### config.mk
export PLATFORM = sky130hd
export DESIGN_NAME = pairing_sync_handshake_controller
export DESIGN_NICKNAME = d
export VERILOG_FILES = /design/src/psh_pkg.sv /design/src/psh_cfg.sv /design/src/psh_core.sv /design/src/pairing_sync_handshake_controller.sv
export SDC_FILE = /design/constraint.sdc
export NUM_CORES = 1
export LEC_CHECK = 0
export BUFFER_PORTS_ARGS = -buffer_cell sky130_fd_sc_hd__buf_2
export CAP_MARGIN = 0
export CORE_MARGIN = 5
export CORE_UTILIZATION = 50
export DETAILED_ROUTE_END_ITERATION = 7
export PLACE_DENSITY_LB_ADDON = 0.15
export SLEW_MARGIN = 20
export SYNTH_ARGS = -nofsm -noshare
export SYNTH_HDL_FRONTEND = slang
export SYNTH_HIERARCHICAL = 1
export SYNTH_SLANG_ARGS = --single-unit
### constraint.sdc
create_clock -name clk -period 10.8 [get_ports clk]
set_input_delay 0 -clock clk [delete_from_list [all_inputs] [get_ports clk]]
set_output_delay 0 -clock clk [all_outputs]
set_load 0.01 [all_outputs]
### src/psh_pkg.sv
// Package for the pair/sync handshake controller.
// Holds shared constants, codes and structs; no dependencies.
`timescale 1ns / 1ps

package psh_pkg;

	localparam int AddrBits = 48;
	localparam int CntBits = 16;
	localparam int PhaseBits = 5;
	localparam int PaddrBits = 5;

	// last resend phase value; the phase then wraps to zero
	localparam logic [PhaseBits-1:0] ResendLast = 5'd19;

	typedef enum logic [2:0] {
		MODE_BLANK    = 3'd0,
		MODE_PAIRING  = 3'd1,
		MODE_UNSYNCED = 3'd2,
		MODE_SYNCING  = 3'd3,
		MODE_SYNCED   = 3'd4
	} mode_t;

	// received message kinds
	localparam logic [2:0] KindPairReq  = 3'd0;
	localparam logic [2:0] KindSyncReq  = 3'd1;
	localparam logic [2:0] KindPairEcho = 3'd2;
	localparam logic [2:0] KindSyncEcho = 3'd3;

	// transmit kinds
	localparam logic [2:0] TxNone     = 3'd0;
	localparam logic [2:0] TxPairReq  = 3'd1;
	localparam logic [2:0] TxSyncReq  = 3'd2;
	localparam logic [2:0] TxPairEcho = 3'd3;
	localparam logic [2:0] TxSyncEcho = 3'd4;

	// radio commands
	localparam logic [1:0] RadioNone   = 2'd0;
	localparam logic [1:0] RadioBcast  = 2'd1;
	localparam logic [1:0] RadioDirect = 2'd2;
	localparam logic [1:0] RadioOff    = 2'd3;

	// register indexes (paddr[4:2])
	localparam logic [2:0] RegRoleLeader = 3'd0;
	localparam logic [2:0] RegLongPress  = 3'd1;
	localparam logic [2:0] RegVLongPress = 3'd2;
	localparam logic [2:0] RegPairTo     = 3'd3;
	localparam logic [2:0] RegLSyncTo    = 3'd4;
	localparam logic [2:0] RegFSyncTo    = 3'd5;

	typedef struct packed {
		logic                role_leader;
		logic [CntBits-1:0]  long_press_ms;
		logic [CntBits-1:0]  very_long_press_ms;
		logic [CntBits-1:0]  pair_timeout_ticks;
		logic [CntBits-1:0]  leader_sync_timeout_ticks;
		logic [CntBits-1:0]  follower_sync_timeout_ticks;
	} cfg_t;

	typedef struct packed {
		logic                button_pressed;
		logic [15:0]         press_ms;
		logic                msg_arrived;
		logic [2:0]          msg_kind;
		logic [AddrBits-1:0] msg_source;
		logic                echo_send_ok;
	} item_t;

	typedef struct packed {
		logic [2:0]          mode;
		logic                in_sync;
		logic [AddrBits-1:0] partner_address;
		logic [2:0]          tx_kind;
		logic [1:0]          radio_cmd;
		logic                sync_mark;
		logic                save_request;
		logic                shutdown_request;
		logic                protocol_error;
	} result_t;

endpackage

### src/psh_cfg.sv
// Configuration register file with APB-style access.
// Depends on psh_pkg for the register indexes and cfg_t.
`timescale 1ns / 1ps

module psh_cfg (
	input  logic                           clk,
	input  logic                           arst_n,
	input  logic                           psel,
	input  logic                           penable,
	input  logic                           pwrite,
	input  logic [psh_pkg::PaddrBits-1:0]  paddr,
	input  logic [31:0]                    pwdata,
	output logic [31:0]                    prdata,
	output logic                           pready,
	output psh_pkg::cfg_t                  cfg
);

	psh_pkg::cfg_t cfg_q;
	logic          wr_en;
	logic [2:0]    reg_idx;

	assign pready  = 1'b1;
	assign wr_en   = psel & penable & pwrite;
	assign reg_idx = paddr[4:2];
	assign cfg     = cfg_q;

	always_ff @(posedge clk or negedge arst_n) begin
		if (!arst_n) begin
			cfg_q.role_leader                 <= 1'b0;
			cfg_q.long_press_ms               <= 16'd3000;
			cfg_q.very_long_press_ms          <= 16'd12000;
			cfg_q.pair_timeout_ticks          <= 16'd600;
			cfg_q.leader_sync_timeout_ticks   <= 16'd600;
			cfg_q.follower_sync_timeout_ticks <= 16'd1200;
		end else if (wr_en) begin
			unique case (reg_idx)
				psh_pkg::RegRoleLeader: cfg_q.role_leader                 <= pwdata[0];
				psh_pkg::RegLongPress:  cfg_q.long_press_ms               <= pwdata[15:0];
				psh_pkg::RegVLongPress: cfg_q.very_long_press_ms          <= pwdata[15:0];
				psh_pkg::RegPairTo:     cfg_q.pair_timeout_ticks          <= pwdata[15:0];
				psh_pkg::RegLSyncTo:    cfg_q.leader_sync_timeout_ticks   <= pwdata[15:0];
				psh_pkg::RegFSyncTo:    cfg_q.follower_sync_timeout_ticks <= pwdata[15:0];
				default: ;
			endcase
		end
	end

	always_comb begin
		unique case (reg_idx)
			psh_pkg::RegRoleLeader: prdata = {31'd0, cfg_q.role_leader};
			psh_pkg::RegLongPress:  prdata = {16'd0, cfg_q.long_press_ms};
			psh_pkg::RegVLongPress: prdata = {16'd0, cfg_q.very_long_press_ms};
			psh_pkg::RegPairTo:     prdata = {16'd0, cfg_q.pair_timeout_ticks};
			psh_pkg::RegLSyncTo:    prdata = {16'd0, cfg_q.leader_sync_timeout_ticks};
			psh_pkg::RegFSyncTo:    prdata = {16'd0, cfg_q.follower_sync_timeout_ticks};
			default:                prdata = 32'd0;
		endcase
	end

endmodule

### src/psh_core.sv
// Link state registers and the per-tick decision logic.
// Depends on psh_pkg; state advances when en is high.
`timescale 1ns / 1ps

module psh_core (
	input  logic              clk,
	input  logic              arst_n,
	input  logic              en,
	input  psh_pkg::cfg_t     cfg,
	input  psh_pkg::item_t    item,
	output psh_pkg::result_t  result
);

	psh_pkg::mode_t                  mode_q, n_mode;
	logic                            sync_q, n_sync;
	logic [psh_pkg::AddrBits-1:0]    partner_q, n_partner;
	logic [psh_pkg::CntBits-1:0]     retry_q, n_retry, inc_retry;
	logic [psh_pkg::PhaseBits-1:0]   phase_q, n_phase, inc_phase;
	logic                            ractive_q, n_ractive;
	logic                            mfull_q, n_mfull;
	logic [2:0]                      mkind_q, n_mkind;
	logic [psh_pkg::AddrBits-1:0]    msrc_q, n_msrc;
	logic                            halted_q, n_halted;

	logic [2:0] o_tx;
	logic [1:0] o_radio;
	logic       o_mark, o_save, o_shut, o_err;
	logic       do_shut;
	logic       paired_now;

	// saturating retry count; phase tracks retry_count mod 20
	always_comb begin
		if (retry_q == {psh_pkg::CntBits{1'b1}}) begin
			inc_retry = retry_q;
			inc_phase = phase_q;
		end else begin
			inc_retry = retry_q + 1'b1;
			inc_phase = (phase_q == psh_pkg::ResendLast) ? '0 : phase_q + 1'b1;
		end
	end

	always_comb begin
		n_mode     = mode_q;
		n_sync     = sync_q;
		n_partner  = partner_q;
		n_retry    = retry_q;
		n_phase    = phase_q;
		n_ractive  = ractive_q;
		n_mfull    = mfull_q;
		n_mkind    = mkind_q;
		n_msrc     = msrc_q;
		n_halted   = halted_q;
		o_tx       = psh_pkg::TxNone;
		o_radio    = psh_pkg::RadioNone;
		o_mark     = 1'b0;
		o_save     = 1'b0;
		o_shut     = 1'b0;
		o_err      = 1'b0;
		do_shut    = 1'b0;
		paired_now = 1'b0;

		if (!halted_q) begin
			if (item.msg_arrived && !mfull_q) begin
				n_mfull = 1'b1;
				n_mkind = item.msg_kind;
				n_msrc  = item.msg_source;
			end

			if (item.button_pressed && item.press_ms > cfg.very_long_press_ms) begin
				// factory reset
				n_mode    = psh_pkg::MODE_BLANK;
				n_sync    = 1'b0;
				n_partner = '0;
				do_shut   = 1'b1;
			end else if (item.button_pressed
					&& item.press_ms <= cfg.long_press_ms) begin
				do_shut = 1'b1;
			end else if (item.button_pressed && mode_q == psh_pkg::MODE_SYNCED) begin
				do_shut = 1'b1;
			end else if (item.button_pressed && mode_q == psh_pkg::MODE_SYNCING) begin
				// re-pair; retry count deliberately left as is
				n_partner = '0;
				n_mode    = psh_pkg::MODE_PAIRING;
				n_sync    = 1'b0;
				o_radio   = psh_pkg::RadioBcast;
				n_ractive = 1'b1;
				if (cfg.role_leader)
					o_tx = psh_pkg::TxPairReq;
			end else if (cfg.role_leader) begin
				unique case (mode_q)
					psh_pkg::MODE_BLANK: begin
						n_retry   = '0;
						n_phase   = '0;
						n_mode    = psh_pkg::MODE_PAIRING;
						n_sync    = 1'b0;
						o_radio   = psh_pkg::RadioBcast;
						n_ractive = 1'b1;
						o_tx      = psh_pkg::TxPairReq;
					end
					psh_pkg::MODE_PAIRING: begin
						n_retry = inc_retry;
						n_phase = inc_phase;
						if (n_mfull) begin
							n_mfull = 1'b0;
							if (n_mkind != psh_pkg::KindPairEcho) begin
								o_err = 1'b1;
							end else begin
								n_partner = n_msrc;
								n_sync    = 1'b1;
								n_mode    = psh_pkg::MODE_SYNCED;
								o_mark    = 1'b1;
								o_radio   = psh_pkg::RadioOff;
								n_ractive = 1'b0;
								o_save    = 1'b1;
							end
						end else if (n_retry > cfg.pair_timeout_ticks) begin
							n_mode  = psh_pkg::MODE_BLANK;
							do_shut = 1'b1;
						end else if (n_phase == '0) begin
							if (!n_ractive) begin
								o_radio   = psh_pkg::RadioBcast;
								n_ractive = 1'b1;
							end
							o_tx = psh_pkg::TxPairReq;
						end
					end
					psh_pkg::MODE_UNSYNCED: begin
						n_mode    = psh_pkg::MODE_SYNCING;
						n_sync    = 1'b0;
						o_radio   = psh_pkg::RadioDirect;
						n_ractive = 1'b1;
						o_tx      = psh_pkg::TxSyncReq;
						n_retry   = '0;
						n_phase   = '0;
					end
					psh_pkg::MODE_SYNCING: begin
						n_retry = inc_retry;
						n_phase = inc_phase;
						if (n_mfull) begin
							n_mfull = 1'b0;
							if (n_mkind != psh_pkg::KindSyncEcho || n_msrc != partner_q) begin
								o_err = 1'b1;
							end else begin
								n_sync    = 1'b1;
								n_mode    = psh_pkg::MODE_SYNCED;
								o_mark    = 1'b1;
								o_radio   = psh_pkg::RadioOff;
								n_ractive = 1'b0;
							end
						end else if (n_retry > cfg.leader_sync_timeout_ticks) begin
							n_mode  = psh_pkg::MODE_UNSYNCED;
							do_shut = 1'b1;
						end else if (n_phase == '0) begin
							o_tx = psh_pkg::TxSyncReq;
						end
					end
					default: ;
				endcase
			end else begin
				unique case (mode_q)
					psh_pkg::MODE_BLANK: begin
						n_mode    = psh_pkg::MODE_PAIRING;
						n_sync    = 1'b0;
						o_radio   = psh_pkg::RadioBcast;
						n_ractive = 1'b1;
						n_retry   = '0;
						n_phase   = '0;
					end
					psh_pkg::MODE_PAIRING: begin
						n_retry = inc_retry;
						n_phase = inc_phase;
						if (n_mfull) begin
							n_mfull = 1'b0;
							if (n_mkind != psh_pkg::KindPairReq) begin
								o_err = 1'b1;
							end else begin
								n_partner = n_msrc;
								o_tx      = psh_pkg::TxPairEcho;
								if (item.echo_send_ok) begin
									n_sync     = 1'b1;
									n_mode     = psh_pkg::MODE_SYNCED;
									o_mark     = 1'b1;
									o_radio    = psh_pkg::RadioOff;
									n_ractive  = 1'b0;
									o_save     = 1'b1;
									paired_now = 1'b1;
								end
							end
						end
						if (!n_ractive && !paired_now) begin
							o_radio   = psh_pkg::RadioDirect;
							n_ractive = 1'b1;
						end
						// timeout still wins over a pair in the same tick
						if (n_retry > cfg.pair_timeout_ticks) begin
							n_mode  = psh_pkg::MODE_BLANK;
							do_shut = 1'b1;
						end
					end
					psh_pkg::MODE_UNSYNCED: begin
						n_mode    = psh_pkg::MODE_SYNCING;
						n_sync    = 1'b0;
						o_radio   = psh_pkg::RadioDirect;
						n_ractive = 1'b1;
						n_retry   = '0;
						n_phase   = '0;
					end
					psh_pkg::MODE_SYNCING: begin
						n_retry = inc_retry;
						n_phase = inc_phase;
						if (n_mfull) begin
							n_mfull = 1'b0;
							if (n_mkind != psh_pkg::KindSyncReq || n_msrc != partner_q) begin
								o_err = 1'b1;
							end else begin
								o_tx = psh_pkg::TxSyncEcho;
								if (item.echo_send_ok) begin
									n_sync    = 1'b1;
									n_mode    = psh_pkg::MODE_SYNCED;
									o_mark    = 1'b1;
									o_radio   = psh_pkg::RadioOff;
									n_ractive = 1'b0;
								end
							end
						end
						if (n_retry > cfg.follower_sync_timeout_ticks) begin
							n_mode  = psh_pkg::MODE_UNSYNCED;
							do_shut = 1'b1;
						end
					end
					default: ;
				endcase
			end

			// shutdown is always the last action of a tick
			if (do_shut) begin
				n_sync = 1'b0;
				if (n_mode == psh_pkg::MODE_PAIRING)
					n_mode = psh_pkg::MODE_BLANK;
				if (n_mode == psh_pkg::MODE_SYNCING || n_mode == psh_pkg::MODE_SYNCED)
					n_mode = psh_pkg::MODE_UNSYNCED;
				o_save    = 1'b1;
				o_radio   = psh_pkg::RadioOff;
				n_ractive = 1'b0;
				o_shut    = 1'b1;
				n_halted  = 1'b1;
			end
		end
	end

	always_ff @(posedge clk or negedge arst_n) begin
		if (!arst_n) begin
			mode_q    <= psh_pkg::MODE_BLANK;
			sync_q    <= 1'b0;
			partner_q <= '0;
			retry_q   <= '0;
			phase_q   <= '0;
			ractive_q <= 1'b0;
			mfull_q   <= 1'b0;
			mkind_q   <= '0;
			msrc_q    <= '0;
			halted_q  <= 1'b0;
		end else if (en) begin
			mode_q    <= n_mode;
			sync_q    <= n_sync;
			partner_q <= n_partner;
			retry_q   <= n_retry;
			phase_q   <= n_phase;
			ractive_q <= n_ractive;
			mfull_q   <= n_mfull;
			mkind_q   <= n_mkind;
			msrc_q    <= n_msrc;
			halted_q  <= n_halted;
		end
	end

	assign result.mode             = n_mode;
	assign result.in_sync          = n_sync;
	assign result.partner_address  = n_partner;
	assign result.tx_kind          = o_tx;
	assign result.radio_cmd        = o_radio;
	assign result.sync_mark        = o_mark;
	assign result.save_request     = o_save;
	assign result.shutdown_request = o_shut;
	assign result.protocol_error   = o_err;

endmodule

### src/pairing_sync_handshake_controller.sv
// Channel  | Dir | Handshake            | Content
// s_*      | in  | s_tvalid / s_tready  | one tick: press, message, echo status
// m_*      | out | m_tvalid / m_tready  | one result per tick
// APB      | in  | psel & penable       | six configuration registers
//
// One tick per clock while m_tready is high; via input register, then result register.
// The input register feeds psh_core, whose state registers step when the tick moves
// into the result register. A stalled result holds the result register; the input
// register takes one more tick and then s_tready drops. Reset clears all link state;
// after a shutdown the block only echoes mode and partner until the next reset.
// Top level; depends on psh_pkg, psh_cfg and psh_core.
`timescale 1ns / 1ps

module pairing_sync_handshake_controller (
	input  logic                           clk,
	input  logic                           arst_n,
	// s_tdata: button_pressed[0], press_ms[16:1], msg_arrived[17],
	//          msg_source[65:18], echo_send_ok[66], zero fill [71:67]
	input  logic                           s_tvalid,
	output logic                           s_tready,
	input  logic [71:0]                    s_tdata,
	// s_tuser: msg_kind[2:0]
	input  logic [2:0]                     s_tuser,
	// m_tdata: mode[2:0], in_sync[3], partner_address[51:4], tx_kind[54:52],
	//          radio_cmd[56:55], sync_mark[57], save_request[58],
	//          shutdown_request[59], protocol_error[60], zero fill [63:61]
	output logic                           m_tvalid,
	input  logic                           m_tready,
	output logic [63:0]                    m_tdata,
	input  logic                           psel,
	input  logic                           penable,
	input  logic                           pwrite,
	input  logic [psh_pkg::PaddrBits-1:0]  paddr,
	input  logic [31:0]                    pwdata,
	output logic [31:0]                    prdata,
	output logic                           pready
);

	psh_pkg::cfg_t    cfg;
	psh_pkg::item_t   item_s1;
	psh_pkg::result_t res_c;
	psh_pkg::result_t res_q;
	logic             valid_s1;
	logic             out_valid_q;
	logic             advance;
	logic             in_take;

	psh_cfg u_cfg (
		.clk     (clk),
		.arst_n  (arst_n),
		.psel    (psel),
		.penable (penable),
		.pwrite  (pwrite),
		.paddr   (paddr),
		.pwdata  (pwdata),
		.prdata  (prdata),
		.pready  (pready),
		.cfg     (cfg)
	);

	psh_core u_core (
		.clk    (clk),
		.arst_n (arst_n),
		.en     (advance),
		.cfg    (cfg),
		.item   (item_s1),
		.result (res_c)
	);

	assign advance  = valid_s1 & (~out_valid_q | m_tready);
	assign s_tready = ~valid_s1 | advance;
	assign in_take  = s_tvalid & s_tready;

	always_ff @(posedge clk or negedge arst_n) begin
		if (!arst_n) begin
			valid_s1    <= 1'b0;
			out_valid_q <= 1'b0;
		end else begin
			if (in_take)
				valid_s1 <= 1'b1;
			else if (advance)
				valid_s1 <= 1'b0;
			if (advance)
				out_valid_q <= 1'b1;
			else if (m_tready)
				out_valid_q <= 1'b0;
		end
	end

	always_ff @(posedge clk) begin
		if (in_take) begin
			item_s1.button_pressed <= s_tdata[0];
			item_s1.press_ms       <= s_tdata[16:1];
			item_s1.msg_arrived    <= s_tdata[17];
			item_s1.msg_kind       <= s_tuser;
			item_s1.msg_source     <= s_tdata[65:18];
			item_s1.echo_send_ok   <= s_tdata[66];
		end
		if (advance)
			res_q <= res_c;
	end

	assign m_tvalid = out_valid_q;
	assign m_tdata  = {3'd0, res_q.protocol_error, res_q.shutdown_request,
		res_q.save_request, res_q.sync_mark, res_q.radio_cmd, res_q.tx_kind,
		res_q.partner_address, res_q.in_sync, res_q.mode};

endmodule

==> impl_metrics.env, run 1 <==
export IMPL_dpl_hpwl_mm=35.6
export IMPL_ant_nets=0
export IMPL_critical_path_cell_chain="ha_1 -> nand2_1 -> or3_4 -> nor2_4 -> or3_1 -> nor2_1 -> nand2_1 -> nor3_1 -> xor2_1 -> ha_1 -> nand4_1 -> nor2_1 -> nand4_1 -> a211oi_1 -> o21ai_0 -> a41o_1 -> o32ai_2 -> o21ai_0 -> nand2_1 -> o41ai_1"
export IMPL_post_detailed_placement_cell_area_um2=19600
export IMPL_synth_top_cells_by_count="184 x sky130_fd_sc_hd__dfrtp_1, 159 x sky130_fd_sc_hd__nand2_1, 140 x sky130_fd_sc_hd__o21ai_0, 131 x sky130_fd_sc_hd__edfxtp_1, 126 x sky130_fd_sc_hd__inv_1"
export IMPL_timing_worst_setup_path_type="flop to flop"
export IMPL_timing_slew_headroom=0.288
export IMPL_run_status="complete, no violations"
export IMPL_tightest_slew_ns=1.06
export IMPL_fin_setup_tns_ns=0
export IMPL_crit_top_cell="sky130_fd_sc_hd__nand2_1"
export IMPL_powerDensity_nw_per_um2=151
export IMPL_grt_max_degree=73
export IMPL_timing_reg2reg_setup_slack_ns=5.06
export IMPL_numPortBuffers=174
export IMPL_areaGrowthSynthToFinish_pct=17.4
export IMPL_p_leak_nw=9.48
export IMPL_capture_point_of_the_worst_reg_to_reg_path="m_tdata[56]"
export IMPL_drive_gt1_frac=0.220
export IMPL_chipHeight_um=202
export IMPL_worst_ep_arrival_time_ns=6.02
export IMPL_number_of_synthesized_flops_with_an_enable_pin=131
export IMPL_report_final_hold_viol_count=0
export IMPL_worstRegToRegCells=20
export IMPL_synthesis_area_um2=18500
export IMPL_rows=70
export IMPL_clk_root_buffer_cell="sky130_fd_sc_hd__clkbuf_16"
export IMPL_cts_tree="yes"
export IMPL_routed_via_density=5.82
export IMPL_timing_hold_worst_start="paddr[4]"
export IMPL_synth_seq_area_share=0.498
export IMPL_finalNonFillerCells=2446
export IMPL_synthTopCellsByArea="sky130_fd_sc_hd__dfrtp_1 25%, sky130_fd_sc_hd__edfxtp_1 21%, sky130_fd_sc_hd__mux2_2 7.5%"
export IMPL_clk_path_buf_depth=3
export IMPL_grt_pass1_wl_mm=81.3
export IMPL_core_area_um2=36600
export IMPL_yosys_register_bits=341
export IMPL_synthDominantAreaCellType="sky130_fd_sc_hd__dfrtp_1"
export IMPL_synthCells=1712
export IMPL_globalplace_congestion=0.920
export IMPL_critPathCapture="m_tdata[56]"
export IMPL_start_util=0.506
export IMPL_dieWidth_um=202
export IMPL_distinct_cell_type_count_after_synthesis=91
export IMPL_power_w=0.00329
export IMPL_finClkSkew_ns=0.0197
export IMPL_dp_cells=2284
export IMPL_synth_avg_cell_area_um2=10.8
export IMPL_h_tree_depth=2
export IMPL_filler_cell_count=3056
export IMPL_crit_buf_inv=0
export IMPL_synthFlopType="sky130_fd_sc_hd__dfrtp_1"
export IMPL_cts_reportedPaths_clkPinSlew_ns=0.06
export IMPL_critPathMaxFanout=11
export IMPL_via_count=14200
export IMPL_drt_total_wl_mm=51.9
export IMPL_detail_route_first_pass_iterations=5
export IMPL_worstSetupPathDepth=20
export IMPL_setup_worst_path_start="u_core/retry_q[0]"
export IMPL_achievable_frequency_ghz=0.174
export IMPL_cts_setup_buffers=0
export IMPL_floorplan_die_area_um2=41000
export IMPL_async_flop_share=0.616
export IMPL_rr_startpoint="u_core/retry_q[0]"
export IMPL_critPathTopFamily="simple AND/OR/NAND/NOR gates"
export IMPL_timing_final_crit_share=0.531
export IMPL_groute_usage_overall=0.249
export IMPL_cp_required_ns=11.08
export IMPL_cts_sink_count=341
export IMPL_grt_antenna_before_repair=2
export IMPL_fin_nets=2144
export IMPL_timing_max_cap_violations=0
export IMPL_routed_wire_length_per_instance_um=21.2
export IMPL_initialDrtViolationCount=1229
export IMPL_hold_depth=3
export IMPL_synth_most_common_cell="sky130_fd_sc_hd__dfrtp_1"
export IMPL_clock_insertion_delay_worst_skew_ns=0.55
export IMPL_maxSlewViolCount=0
export IMPL_crit_path_end_kind="flop"
export IMPL_synthesis_yosys_warnings=6
export IMPL_grt_pass1_vias=14000
export IMPL_finalSetupViolCount=0
export IMPL_rsz0062_at_grt="false"
export IMPL_critical_path_slowest_cell="sky130_fd_sc_hd__dfrtp_1"
export IMPL_kind_of_start_point_of_the_critical_path="flop"
export IMPL_grt_overflow_total=0
export IMPL_holdCritPathClass="input pin to flop"
export IMPL_final_design_area_no_fill_um2=21700
export IMPL_min_period_ns=5.74
export IMPL_slowest_delay_ns=0.51
export IMPL_cts_inserted_buffers=38
export IMPL_drc=0
export IMPL_vdd_ir_drop_max_v=0.000107
export IMPL_synth_largest_type_area_fraction=0.249
export IMPL_top_level_ports=218
-- metrics by stage --
| step | setup WS (ns) | hold WS [ns] | util |
|---|---|---|---|
| 5_1_grt | 4.61 | 0.0402 | 0.594 |
| 4_1_cts | 5.18 | 0.0125 | 0.594 |
| 3_3_place_gp | 5.22 | 0.0563 | 0.536 |
| 6_report | 5.06 | 0.0249 | 0.594 |
| 3_5_place_dp | 5.25 | 0.0615 | 0.536 |
| 2_1_floorplan | 6.36 | -0.296 | - |
-- routing by layer --
layer / vias up / track usage / wire (um)
met5: - / 0 / 0
met2: 510 / 0.375 / 23200
met3: 75 / 0.0541 / 3840
li1: 6669 / - / -
met1: 6977 / 0.367 / 23600
met4: 0 / 0.0696 / 1260
-- cells in the final DEF, fill, tap and decap left out, types with 8 or more instances in the layout --
| cell | n |
|---|---|
| sky130_fd_sc_hd__a2111oi_0 | 8 |
| sky130_fd_sc_hd__a211oi_1 | 10 |
| sky130_fd_sc_hd__a21o_1 | 10 |
| sky130_fd_sc_hd__a21oi_1 | 67 |
| sky130_fd_sc_hd__a22o_1 | 17 |
| sky130_fd_sc_hd__a31o_2 | 15 |
| sky130_fd_sc_hd__a31oi_1 | 10 |
| sky130_fd_sc_hd__buf_2 | 173 |
| sky130_fd_sc_hd__buf_4 | 11 |
| sky130_fd_sc_hd__clkbuf_1 | 8 |
| sky130_fd_sc_hd__clkbuf_16 | 40 |
| sky130_fd_sc_hd__conb_1 | 20 |
| sky130_fd_sc_hd__dfrtp_1 | 184 |
| sky130_fd_sc_hd__dfstp_2 | 26 |
| sky130_fd_sc_hd__dlygate4sd3_1 | 90 |
| sky130_fd_sc_hd__edfxtp_1 | 131 |
| sky130_fd_sc_hd__ha_1 | 79 |
| sky130_fd_sc_hd__inv_1 | 126 |
| sky130_fd_sc_hd__mux2_2 | 124 |
| sky130_fd_sc_hd__mux2i_1 | 67 |
| sky130_fd_sc_hd__nand2_1 | 158 |
| sky130_fd_sc_hd__nand2b_1 | 14 |
| sky130_fd_sc_hd__nand3_1 | 28 |
| sky130_fd_sc_hd__nand4_1 | 21 |
| sky130_fd_sc_hd__nor2_1 | 69 |
| sky130_fd_sc_hd__nor2b_1 | 28 |
| sky130_fd_sc_hd__nor3_1 | 22 |
| sky130_fd_sc_hd__nor4_1 | 14 |
| sky130_fd_sc_hd__o211ai_1 | 9 |
| sky130_fd_sc_hd__o21ai_0 | 140 |
| sky130_fd_sc_hd__o21ai_1 | 10 |
| sky130_fd_sc_hd__o22ai_1 | 30 |
| sky130_fd_sc_hd__o31ai_1 | 8 |
| sky130_fd_sc_hd__or4_1 | 8 |
| sky130_fd_sc_hd__xnor2_1 | 27 |
| sky130_fd_sc_hd__xor2_1 | 27 |
-- worst min-delay path by stage --
stage | slack, ns | end
after floorplan | -0.30 | m_tvalid
after global placement | 0.06 | u_core/retry_q[9]
after detailed placement | 0.06 | u_core/retry_q[11]
after CTS | 0.01 | u_cfg/cfg[80]
after global routing | 0.04 | u_cfg/cfg[80]
final | 0.02 | u_cfg/cfg[80]
-- power by group --
part	total [W]	leakage (nW)	internal [W]	switching, W
clock	0.00128	0.592	0.000738	0.000542
combinational	0.000471	4.90	0.000210	0.000261
sequential	0.00154	3.99	0.00146	0.0000855
total	0.00329	9.48	0.00241	0.000888
-- cell type report --
cell class / count / area, um^2 / area share
Sequential cell: 341 / 9220 / 0.424
Multi-Input combinational cell: 1164 / 8380 / 0.385
Timing Repair Buffer: 275 / 1860 / 0.0857
Clock buffer: 49 / 1040 / 0.0480
Tap cell: 468 / 586 / 0.0269
Inverter: 126 / 473 / 0.0218
Clock inverter: 21 / 176 / 0.00811
Antenna cell: 2 / 5.00 / 0.000230
-- registers in the layout (all words and copies together) (netlist names) --
signal	count
item_s1	70
m_tdata	61
m_tvalid	1
u_cfg/cfg	81
u_core/halted_q	1
u_core/mfull_q	1
u_core/mkind_q	3
u_core/mode_q	3
u_core/msrc_q	48
u_core/partner_q	48
u_core/phase_q	5
u_core/ractive_q	1
u_core/retry_q	16
u_core/sync_q	1
valid_s1	1
-- cell families (layout without fill, tap and decap cells) --
logic type	after synthesis	count (layout)	share of synthesized area
AND/OR/NAND/NOR	418	418	0.115
AO/OA/AOI/OAI	398	398	0.138
flip-flops	341	341	0.498
buffers and inverters	224	471	0.0540
multiplexers	193	193	0.114
adder cells (fa/ha/maj)	79	79	0.0534
XOR/XNOR	56	56	0.0280
other	3	22	0.000608
-- worst reg2reg max path, cell delays in order (launching register included) --
cell	delay, ns
sky130_fd_sc_hd__dfrtp_1	0.51
sky130_fd_sc_hd__ha_1	0.33
sky130_fd_sc_hd__nand2_1	0.14
sky130_fd_sc_hd__or3_4	0.18
sky130_fd_sc_hd__nor2_4	0.08
sky130_fd_sc_hd__or3_1	0.41
sky130_fd_sc_hd__nor2_1	0.27
sky130_fd_sc_hd__nand2_1	0.15
sky130_fd_sc_hd__nor3_1	0.21
sky130_fd_sc_hd__xor2_1	0.40
sky130_fd_sc_hd__ha_1	0.24
sky130_fd_sc_hd__nand4_1	0.13
sky130_fd_sc_hd__nor2_1	0.22
sky130_fd_sc_hd__nand4_1	0.19
sky130_fd_sc_hd__a211oi_1	0.25
sky130_fd_sc_hd__o21ai_0	0.22
sky130_fd_sc_hd__a41o_1	0.32
sky130_fd_sc_hd__o32ai_2	0.50
sky130_fd_sc_hd__o21ai_0	0.38
sky130_fd_sc_hd__nand2_1	0.25
sky130_fd_sc_hd__o41ai_1	0.11
-- timing repair --
action / 4_1_cts / 5_1_grt
resized for setup: 0 / 0
endpoints found under the setup margin: 0 / 0
endpoints found under the hold margin: 221 / 0
hold buffers: 90 / 0
No activity file was read; power rests on OpenSTA's default activity.
==> run 2, diff against run 1 <==
--- a/config.mk
+++ b/config.mk
@@ -5,6 +5,7 @@
 export SDC_FILE = /design/constraint.sdc
 export NUM_CORES = 1
 export LEC_CHECK = 0
+export ABC_AREA = 1
 export BUFFER_PORTS_ARGS = -buffer_cell sky130_fd_sc_hd__buf_2
 export CAP_MARGIN = 0
 export CORE_MARGIN = 5
==> constraint.sdc (replaced) <==
create_clock -name clk -period 5.55 [get_ports clk]
set_input_delay 0 -clock clk [delete_from_list [all_inputs] [get_ports clk]]
set_output_delay 0 -clock clk [all_outputs]
set_load 0.01 [all_outputs]
==> run 2 against run 1 <==
Sequential share of layout area fell by 1.4 points. Fmax increased by 23%. First-iteration DRC count rose by 20%. Hold slack worse by 0.019 ns. Critical path depth up 10. Non-clock buffer count grew 9. Register-to-register slack worse by 4.2 ns. Clock skew is 0.0024 ns higher. Critical path type unchanged. Largest cell class unchanged. Highest routed layer unchanged.
==> impl_metrics.env, run 2 <==
export IMPL_synth_top_family_by_area="simple AND/OR/NAND/NOR gates"
export IMPL_finalSetupViolCount=0
export IMPL_clock_insertion_delay_worst_skew_ns=0.57
export IMPL_timing_final_crit_share=0.838
export IMPL_worst_ep_arrival_time_ns=4.96
export IMPL_layout_common_cells="615 x sky130_fd_sc_hd__nand2_1, 323 x sky130_fd_sc_hd__inv_1, 200 x sky130_fd_sc_hd__o21ai_0"
export IMPL_detail_route_first_pass_iterations=6
export IMPL_synth_seq_area_share=0.481
export IMPL_chipHeight_um=206
export IMPL_run_status="complete, no violations"
export IMPL_finalCoreUtilization=0.595
export IMPL_tightest_slew_ns=1.13
export IMPL_finalNonFillerCells=3114
export IMPL_dieWidth_um=206
export IMPL_number_of_synthesized_flops_with_an_enable_pin=131
export IMPL_dpl_hpwl_mm=35.3
export IMPL_groute_usage_overall=0.252
export IMPL_cts_inserted_buffers=40
export IMPL_synthCells=2350
export IMPL_yosys_mux_area_fraction=0
export IMPL_synthFlopType="sky130_fd_sc_hd__dfrtp_1"
export IMPL_maxSlewViolCount=0
export IMPL_synth_adder_area_share=0.0516
export IMPL_synth_top_cells_by_count="615 x sky130_fd_sc_hd__nand2_1, 326 x sky130_fd_sc_hd__inv_1, 200 x sky130_fd_sc_hd__o21ai_0, 184 x sky130_fd_sc_hd__dfrtp_1, 178 x sky130_fd_sc_hd__nand3_1"
export IMPL_kind_of_start_point_of_the_critical_path="flop"
export IMPL_slowest_delay_ns=0.41
export IMPL_yosys_register_bits=341
export IMPL_cts_resized_gates=0
export IMPL_top_level_ports=218
export IMPL_critical_path_slowest_cell="sky130_fd_sc_hd__dfrtp_1"
export IMPL_cts_setup_buffers=0
export IMPL_h_tree_depth=2
export IMPL_holdCritPathClass="input pin to async pin"
export IMPL_power_w=0.00662
export IMPL_critPathMaxFanout=9
export IMPL_start_util=0.507
export IMPL_report_final_hold_viol_count=0
export IMPL_crit_path_end_kind="flop"
export IMPL_clk_path_buf_depth=3
export IMPL_achievable_frequency_ghz=0.215
export IMPL_filler_cell_count=3323
export IMPL_grt_pass1_vias=16100
export IMPL_synth_largest_type_area_fraction=0.240
export IMPL_async_flop_share=0.616
export IMPL_dp_cells=2947
export IMPL_globalplace_congestion=0.870
export IMPL_vdd_ir_drop_max_v=0.000229
export IMPL_powerDensity_nw_per_um2=294
export IMPL_finClkSkew_ns=0.0221
export IMPL_grt_antenna_before_repair=0
export IMPL_initialDrtViolationCount=1469
export IMPL_antenna_cells=0
export IMPL_p_leak_nw=10.6
export IMPL_synth_most_common_cell="sky130_fd_sc_hd__nand2_1"
export IMPL_ant_nets=0
export IMPL_drc=0
export IMPL_numPortBuffers=174
export IMPL_crit_top_cell="sky130_fd_sc_hd__nand2_1"
export IMPL_drive_gt1_frac=0.132
export IMPL_via_count=16900
export IMPL_synthTopCellsByArea="sky130_fd_sc_hd__dfrtp_1 24%, sky130_fd_sc_hd__edfxtp_1 21%, sky130_fd_sc_hd__nand2_1 12%"
export IMPL_cp_required_ns=5.86
export IMPL_synthesis_area_um2=19200
export IMPL_routed_via_density=5.42
export IMPL_cts_reportedPaths_clkPinSlew_ns=0.06
export IMPL_drt_total_wl_mm=53.4
export IMPL_final_design_area_no_fill_um2=22500
export IMPL_synthDominantAreaCellType="sky130_fd_sc_hd__dfrtp_1"
export IMPL_fin_setup_tns_ns=0
export IMPL_timing_slew_headroom=0.245
export IMPL_areaGrowthSynthToFinish_pct=17.3
export IMPL_min_period_ns=4.65
export IMPL_cts_sink_count=341
export IMPL_timing_worst_setup_path_type="flop to flop"
export IMPL_grt_overflow_total=0
export IMPL_rows=71
export IMPL_grt_pass1_wl_mm=85.1
export IMPL_clk_root_buffer_cell="sky130_fd_sc_hd__clkbuf_16"
export IMPL_synth_xor_xnor_area_share=0.00503
export IMPL_synth_avg_cell_area_um2=8.15
export IMPL_yosys_area_share_simple=0.231
export IMPL_largest_reg_flops=81
export IMPL_grt_max_degree=133
export IMPL_synthesis_yosys_warnings=6
export IMPL_most_common_library_cell_in_the_layout_ignoring_fill_and_taps="sky130_fd_sc_hd__nand2_1"
export IMPL_core_area_um2=37800
export IMPL_synth_compound_area_share=0.126
export IMPL_distinct_cell_type_count_after_synthesis=55
export IMPL_fin_nets=2769
export IMPL_cts_tree="yes"
export IMPL_timing_max_cap_violations=0
export IMPL_floorplan_die_area_um2=42300
export IMPL_post_detailed_placement_cell_area_um2=20200
export IMPL_rsz0062_at_grt="false"
export IMPL_routed_wire_length_per_instance_um=17.2
==> run 2: kinds of logic (layout without fill, tap and decap cells) <==
kind of cell,after synthesis,in the layout
AO/OA/AOI/OAI,428,428
flip-flops,341,341
XOR/XNOR,11,11
AND/OR/NAND/NOR,1029,1029
adder cells (fa/ha/maj),79,79
buffers and inverters,459,695
other,3,20
==> run 2: final timing paths <==
check                             startpoint           endpoint  slack [ns]  depth (start not counted)
min in group clk                    paddr[3]      u_cfg/cfg[80]        0.09                          4
setup reg to reg           u_core/retry_q[0]         m_tdata[2]        0.90                         30
hold / removal                        arst_n      u_cfg/cfg[56]       0.006                          2
setup / recovery           u_core/retry_q[0]         m_tdata[2]        0.90                         30
hold reg to reg                u_cfg/cfg[22]      u_cfg/cfg[22]        0.48                          2
max in group asynchronous             arst_n  u_core/msrc_q[15]        4.33                          3
==> run 2: area by class of cell <==
| cell class | count | area [um^2] | area share |
|---|---|---|---|
| inverters | 337 | 1270 | 0.0568 |
| clock inverters | 22 | 195 | 0.00869 |
| multi-input cells | 1567 | 8040 | 0.358 |
| clock buffers | 52 | 1130 | 0.0502 |
| well taps | 511 | 639 | 0.0285 |
| repair buffers | 284 | 1960 | 0.0874 |
| flip-flops and latches | 341 | 9220 | 0.410 |
==> run 2: timing repair <==
action,4_1_cts,5_1_grt
endpoints found under the setup margin,0,0
hold endpoints to repair,231,0
hold buffers,93,0
==> run 2: power breakdown <==
part	leakage [nW]	switching, W	internal, W
Clock	0.647	0.00107	0.00158
Sequential	3.40	0.000144	0.00282
Combinational	6.59	0.000650	0.000361
==> run 2: routing by layer <==
layer | share of wire | global-route usage
met3 | 0.078 | 0.0437
met2 | 0.45 | 0.387
met1 | 0.45 | 0.370
met5 | 0 | 0
met4 | 0.023 | 0.0725
==> run 2: worst max-delay path, delay by kind of cell, from the launching register on <==
kind,cells,cell delay (ns)
adder cells (fa/ha/maj),2,0.44
XOR/XNOR,1,0.35
flip-flops,1,0.41
AND/OR/NAND/NOR,23,2.76
AO/OA/AOI/OAI,2,0.22
buffers and inverters,2,0.23
==> run 2: stage by stage <==
| step | hold WS [ns] | setup WS, ns |
|---|---|---|
| after detailed placement | 0.0763 | 1.01 |
| after global placement | 0.0854 | 1.09 |
| after global routing | 0.0764 | 0.408 |
| final | 0.00589 | 0.899 |
| after floorplan | -0.296 | 1.53 |
| after CTS | 0.0334 | 0.970 |
==> run 3, diff against run 2 <==
==> constraint.sdc (replaced) <==
create_clock -name clk -period 3.8 [get_ports clk]
set_input_delay 0 -clock clk [delete_from_list [all_inputs] [get_ports clk]]
set_output_delay 0 -clock clk [all_outputs]
set_load 0.01 [all_outputs]
==> run 3 against run 2 <==
The run now ends with setup timing left. Final area rose by 4.6%. Clock skew rose by 0.0036 ns. Utilization rose by 2.7 points. Fmax rose by 18%. Critical endpoint unchanged. Highest routed layer unchanged.
==> impl_metrics.env, run 3 (same netlist as run 2, synthesis figures left out) <==
export IMPL_cts_inserted_buffers=40
export IMPL_grt_pass1_vias=16400
export IMPL_power_internal_w=0.00710
export IMPL_finalNonFillerCells=3189
export IMPL_timing_final_crit_share=1.03
export IMPL_fin_nets=2844
export IMPL_final_hold_worst_slack_ns=0.0792
export IMPL_grt_pass1_wl_mm=87.6
export IMPL_clock_insertion_delay_worst_skew_ns=0.56
export IMPL_min_period_ns=3.93
export IMPL_routed_wire_length_per_instance_um=17.4
export IMPL_grt_antenna_before_repair=1
export IMPL_finalCoreUtilization=0.623
export IMPL_via_count=17100
export IMPL_globalplace_congestion=0.912
export IMPL_drt_total_wl_mm=55.4
export IMPL_top_level_ports=218
export IMPL_post_detailed_placement_cell_area_um2=20700
export IMPL_cts_tree="yes"
export IMPL_swShare=0.282
export IMPL_core_area_um2=37800
export IMPL_worst_ep_arrival_time_ns=4.23
export IMPL_h_tree_depth=2
export IMPL_report_final_hold_viol_count=0
export IMPL_drive_gt1_frac=0.181
export IMPL_dpl_hpwl_mm=37.5
export IMPL_critPathMaxFanout=8
export IMPL_timing_worst_setup_path_type="flop to flop"
export IMPL_antenna_cells=0
export IMPL_routed_via_density=5.37
export IMPL_pwr_share_clk=0.394
export IMPL_groute_usage_overall=0.259
export IMPL_power_w=0.00990
export IMPL_crit_path_end_kind="flop"
export IMPL_rsz0062_at_grt="true"
export IMPL_areaGrowthSynthToFinish_pct=22.7
export IMPL_grt_overflow_total=0
export IMPL_cts_sink_count=341
export IMPL_detail_route_first_pass_iterations=6
export IMPL_final_design_area_no_fill_um2=23500
export IMPL_dieWidth_um=206
export IMPL_p_leak_nw=11.1
export IMPL_grt_max_degree=95
export IMPL_dp_cells=3009
export IMPL_clk_root_buffer_cell="sky130_fd_sc_hd__clkbuf_16"
export IMPL_tightest_slew_ns=1.14
export IMPL_final_critical_path_setup_slack_ns=-0.126
export IMPL_filler_cell_count=3223
export IMPL_initialDrtViolationCount=1567
export IMPL_power_frac_comb=0.170
export IMPL_layout_common_cells="599 x sky130_fd_sc_hd__nand2_1, 318 x sky130_fd_sc_hd__inv_1, 194 x sky130_fd_sc_hd__o21ai_0"
export IMPL_clk_path_buf_depth=3
export IMPL_achievable_frequency_ghz=0.255
export IMPL_finClkSkew_ns=0.0257
export IMPL_largest_reg_flops=81
export IMPL_powerDensity_nw_per_um2=421
export IMPL_drc=0
export IMPL_rows=71
export IMPL_run_status="complete, but fails checks"
export IMPL_sequentialPowerShare=0.435
export IMPL_p_sw_w=0.00279
export IMPL_kind_of_start_point_of_the_critical_path="flop"
export IMPL_timing_max_cap_violations=0
export IMPL_numPortBuffers=174
export IMPL_cp_required_ns=4.11
export IMPL_ant_nets=0
export IMPL_most_common_library_cell_in_the_layout_ignoring_fill_and_taps="sky130_fd_sc_hd__nand2_1"
export IMPL_maxSlewViolCount=0
export IMPL_start_util=0.507
export IMPL_timing_slew_headroom=0.239
export IMPL_vdd_ir_drop_max_v=0.000399
export IMPL_violated_checks="setup timing"
export IMPL_floorplan_die_area_um2=42300
export IMPL_cts_reportedPaths_clkPinSlew_ns=0.07
export IMPL_chipHeight_um=206
export IMPL_holdCritPathClass="input pin to flop"
export IMPL_finalSetupViolCount=10
## run 3: changes by cell type in the layout (fill, tap and decap cells not counted), moves of 6 or more
cell	before	now
sky130_fd_sc_hd__buf_4	15	76
sky130_fd_sc_hd__ha_1	79	73
sky130_fd_sc_hd__buf_6	0	8
sky130_fd_sc_hd__nand2_2	3	16
sky130_fd_sc_hd__nand2_1	615	599
sky130_fd_sc_hd__nand3_2	3	10
sky130_fd_sc_hd__nand3_1	178	169
sky130_fd_sc_hd__nor2_1	143	135
sky130_fd_sc_hd__o21ai_0	200	194
sky130_fd_sc_hd__nor3_1	16	10
sky130_fd_sc_hd__nor2_2	8	16
## run 3: cell type report
class                      count  area (um^2)  area share
sequential                   341         9220       0.392
timing repair buffer         359         2640       0.112
clock buffer                  56         1160      0.0495
clock inverter                18          170     0.00724
tap                          511          639      0.0272
multi-input combinational   1567         8390       0.357
inverter                     337         1280      0.0544
## run 3: worst paths after layout
path | from | endpoint | slack, ns | cells past startpoint
max | u_core/retry_q[0] | m_tdata[2] | -0.13 | 27
min | paddr[3] | u_cfg/cfg[80] | 0.08 | 4
max reg2reg | u_core/retry_q[0] | m_tdata[2] | -0.13 | 27
min reg2reg | u_core/mkind_q[1] | u_core/mkind_q[1] | 0.48 | 2
max in group asynchronous | arst_n | u_core/sync_q | 2.92 | 3
min in group asynchronous | arst_n | u_cfg/cfg[67] | 0.09 | 2
## run 3: through the flow
step           TNS (ns)  worst slack, ns
2_1_floorplan         0           0.0293
3_3_place_gp      -1.96           -0.254
3_5_place_dp      -2.96           -0.311
4_1_cts           -1.10           -0.144
5_1_grt           -4.81           -0.394
6_report         -0.655           -0.126
## run 3: what timing repair did
action	CTS	global route
setup buffers	11	1
setup endpoints to repair	15	16
pin swaps	24	19
endpoints found under the hold margin	298	0
gates resized for setup	34	55
hold buffers	94	0
## run 3: per-layer routing
layer / vias up / wire length, um / GRT usage
met1: 8077 / 25100 / 0.380
met5: - / 0 / 0
met4: 0 / 1310 / 0.0711
met2: 638 / 25100 / 0.400
li1: 8331 / - / -
met3: 84 / 3910 / 0.0432
## run 3: critical path, stage by stage, from the launching register on
cell                       delay, ns
sky130_fd_sc_hd__dfrtp_1        0.40
sky130_fd_sc_hd__ha_2           0.18
sky130_fd_sc_hd__nand2_1        0.06
sky130_fd_sc_hd__nor2_1         0.04
sky130_fd_sc_hd__nand2_1        0.12
sky130_fd_sc_hd__nor2_2         0.06
sky130_fd_sc_hd__buf_4          0.17
sky130_fd_sc_hd__nor3_2         0.18
sky130_fd_sc_hd__nand4_1        0.16
sky130_fd_sc_hd__xor2_2         0.21
sky130_fd_sc_hd__inv_2          0.09
sky130_fd_sc_hd__ha_1           0.30
sky130_fd_sc_hd__nand2_1        0.06
sky130_fd_sc_hd__nor2_2         0.12
sky130_fd_sc_hd__nand3_1        0.13
sky130_fd_sc_hd__nor4_4         0.17
sky130_fd_sc_hd__buf_4          0.15
sky130_fd_sc_hd__nand2_1        0.05
sky130_fd_sc_hd__nand2_1        0.11
sky130_fd_sc_hd__nand2_1        0.08
sky130_fd_sc_hd__o211ai_1       0.19
sky130_fd_sc_hd__nand3_2        0.13
sky130_fd_sc_hd__nand3_4        0.13
sky130_fd_sc_hd__inv_4          0.06
sky130_fd_sc_hd__a21oi_2        0.11
sky130_fd_sc_hd__nand2_2        0.08
sky130_fd_sc_hd__nand3_2        0.06
sky130_fd_sc_hd__nand2_1        0.06
## run 3: power by group through the flow
stage | registers [W] | clock network (W) | logic, W
floorplan | 0.00430 | 0 | 0.000976
global placement | 0.00437 | 0 | 0.00143
detailed placement | 0.00437 | 0 | 0.00147
CTS | 0.00430 | 0.00398 | 0.00161
global route | 0.00433 | 0.00416 | 0.00188
finish | 0.00431 | 0.00390 | 0.00169
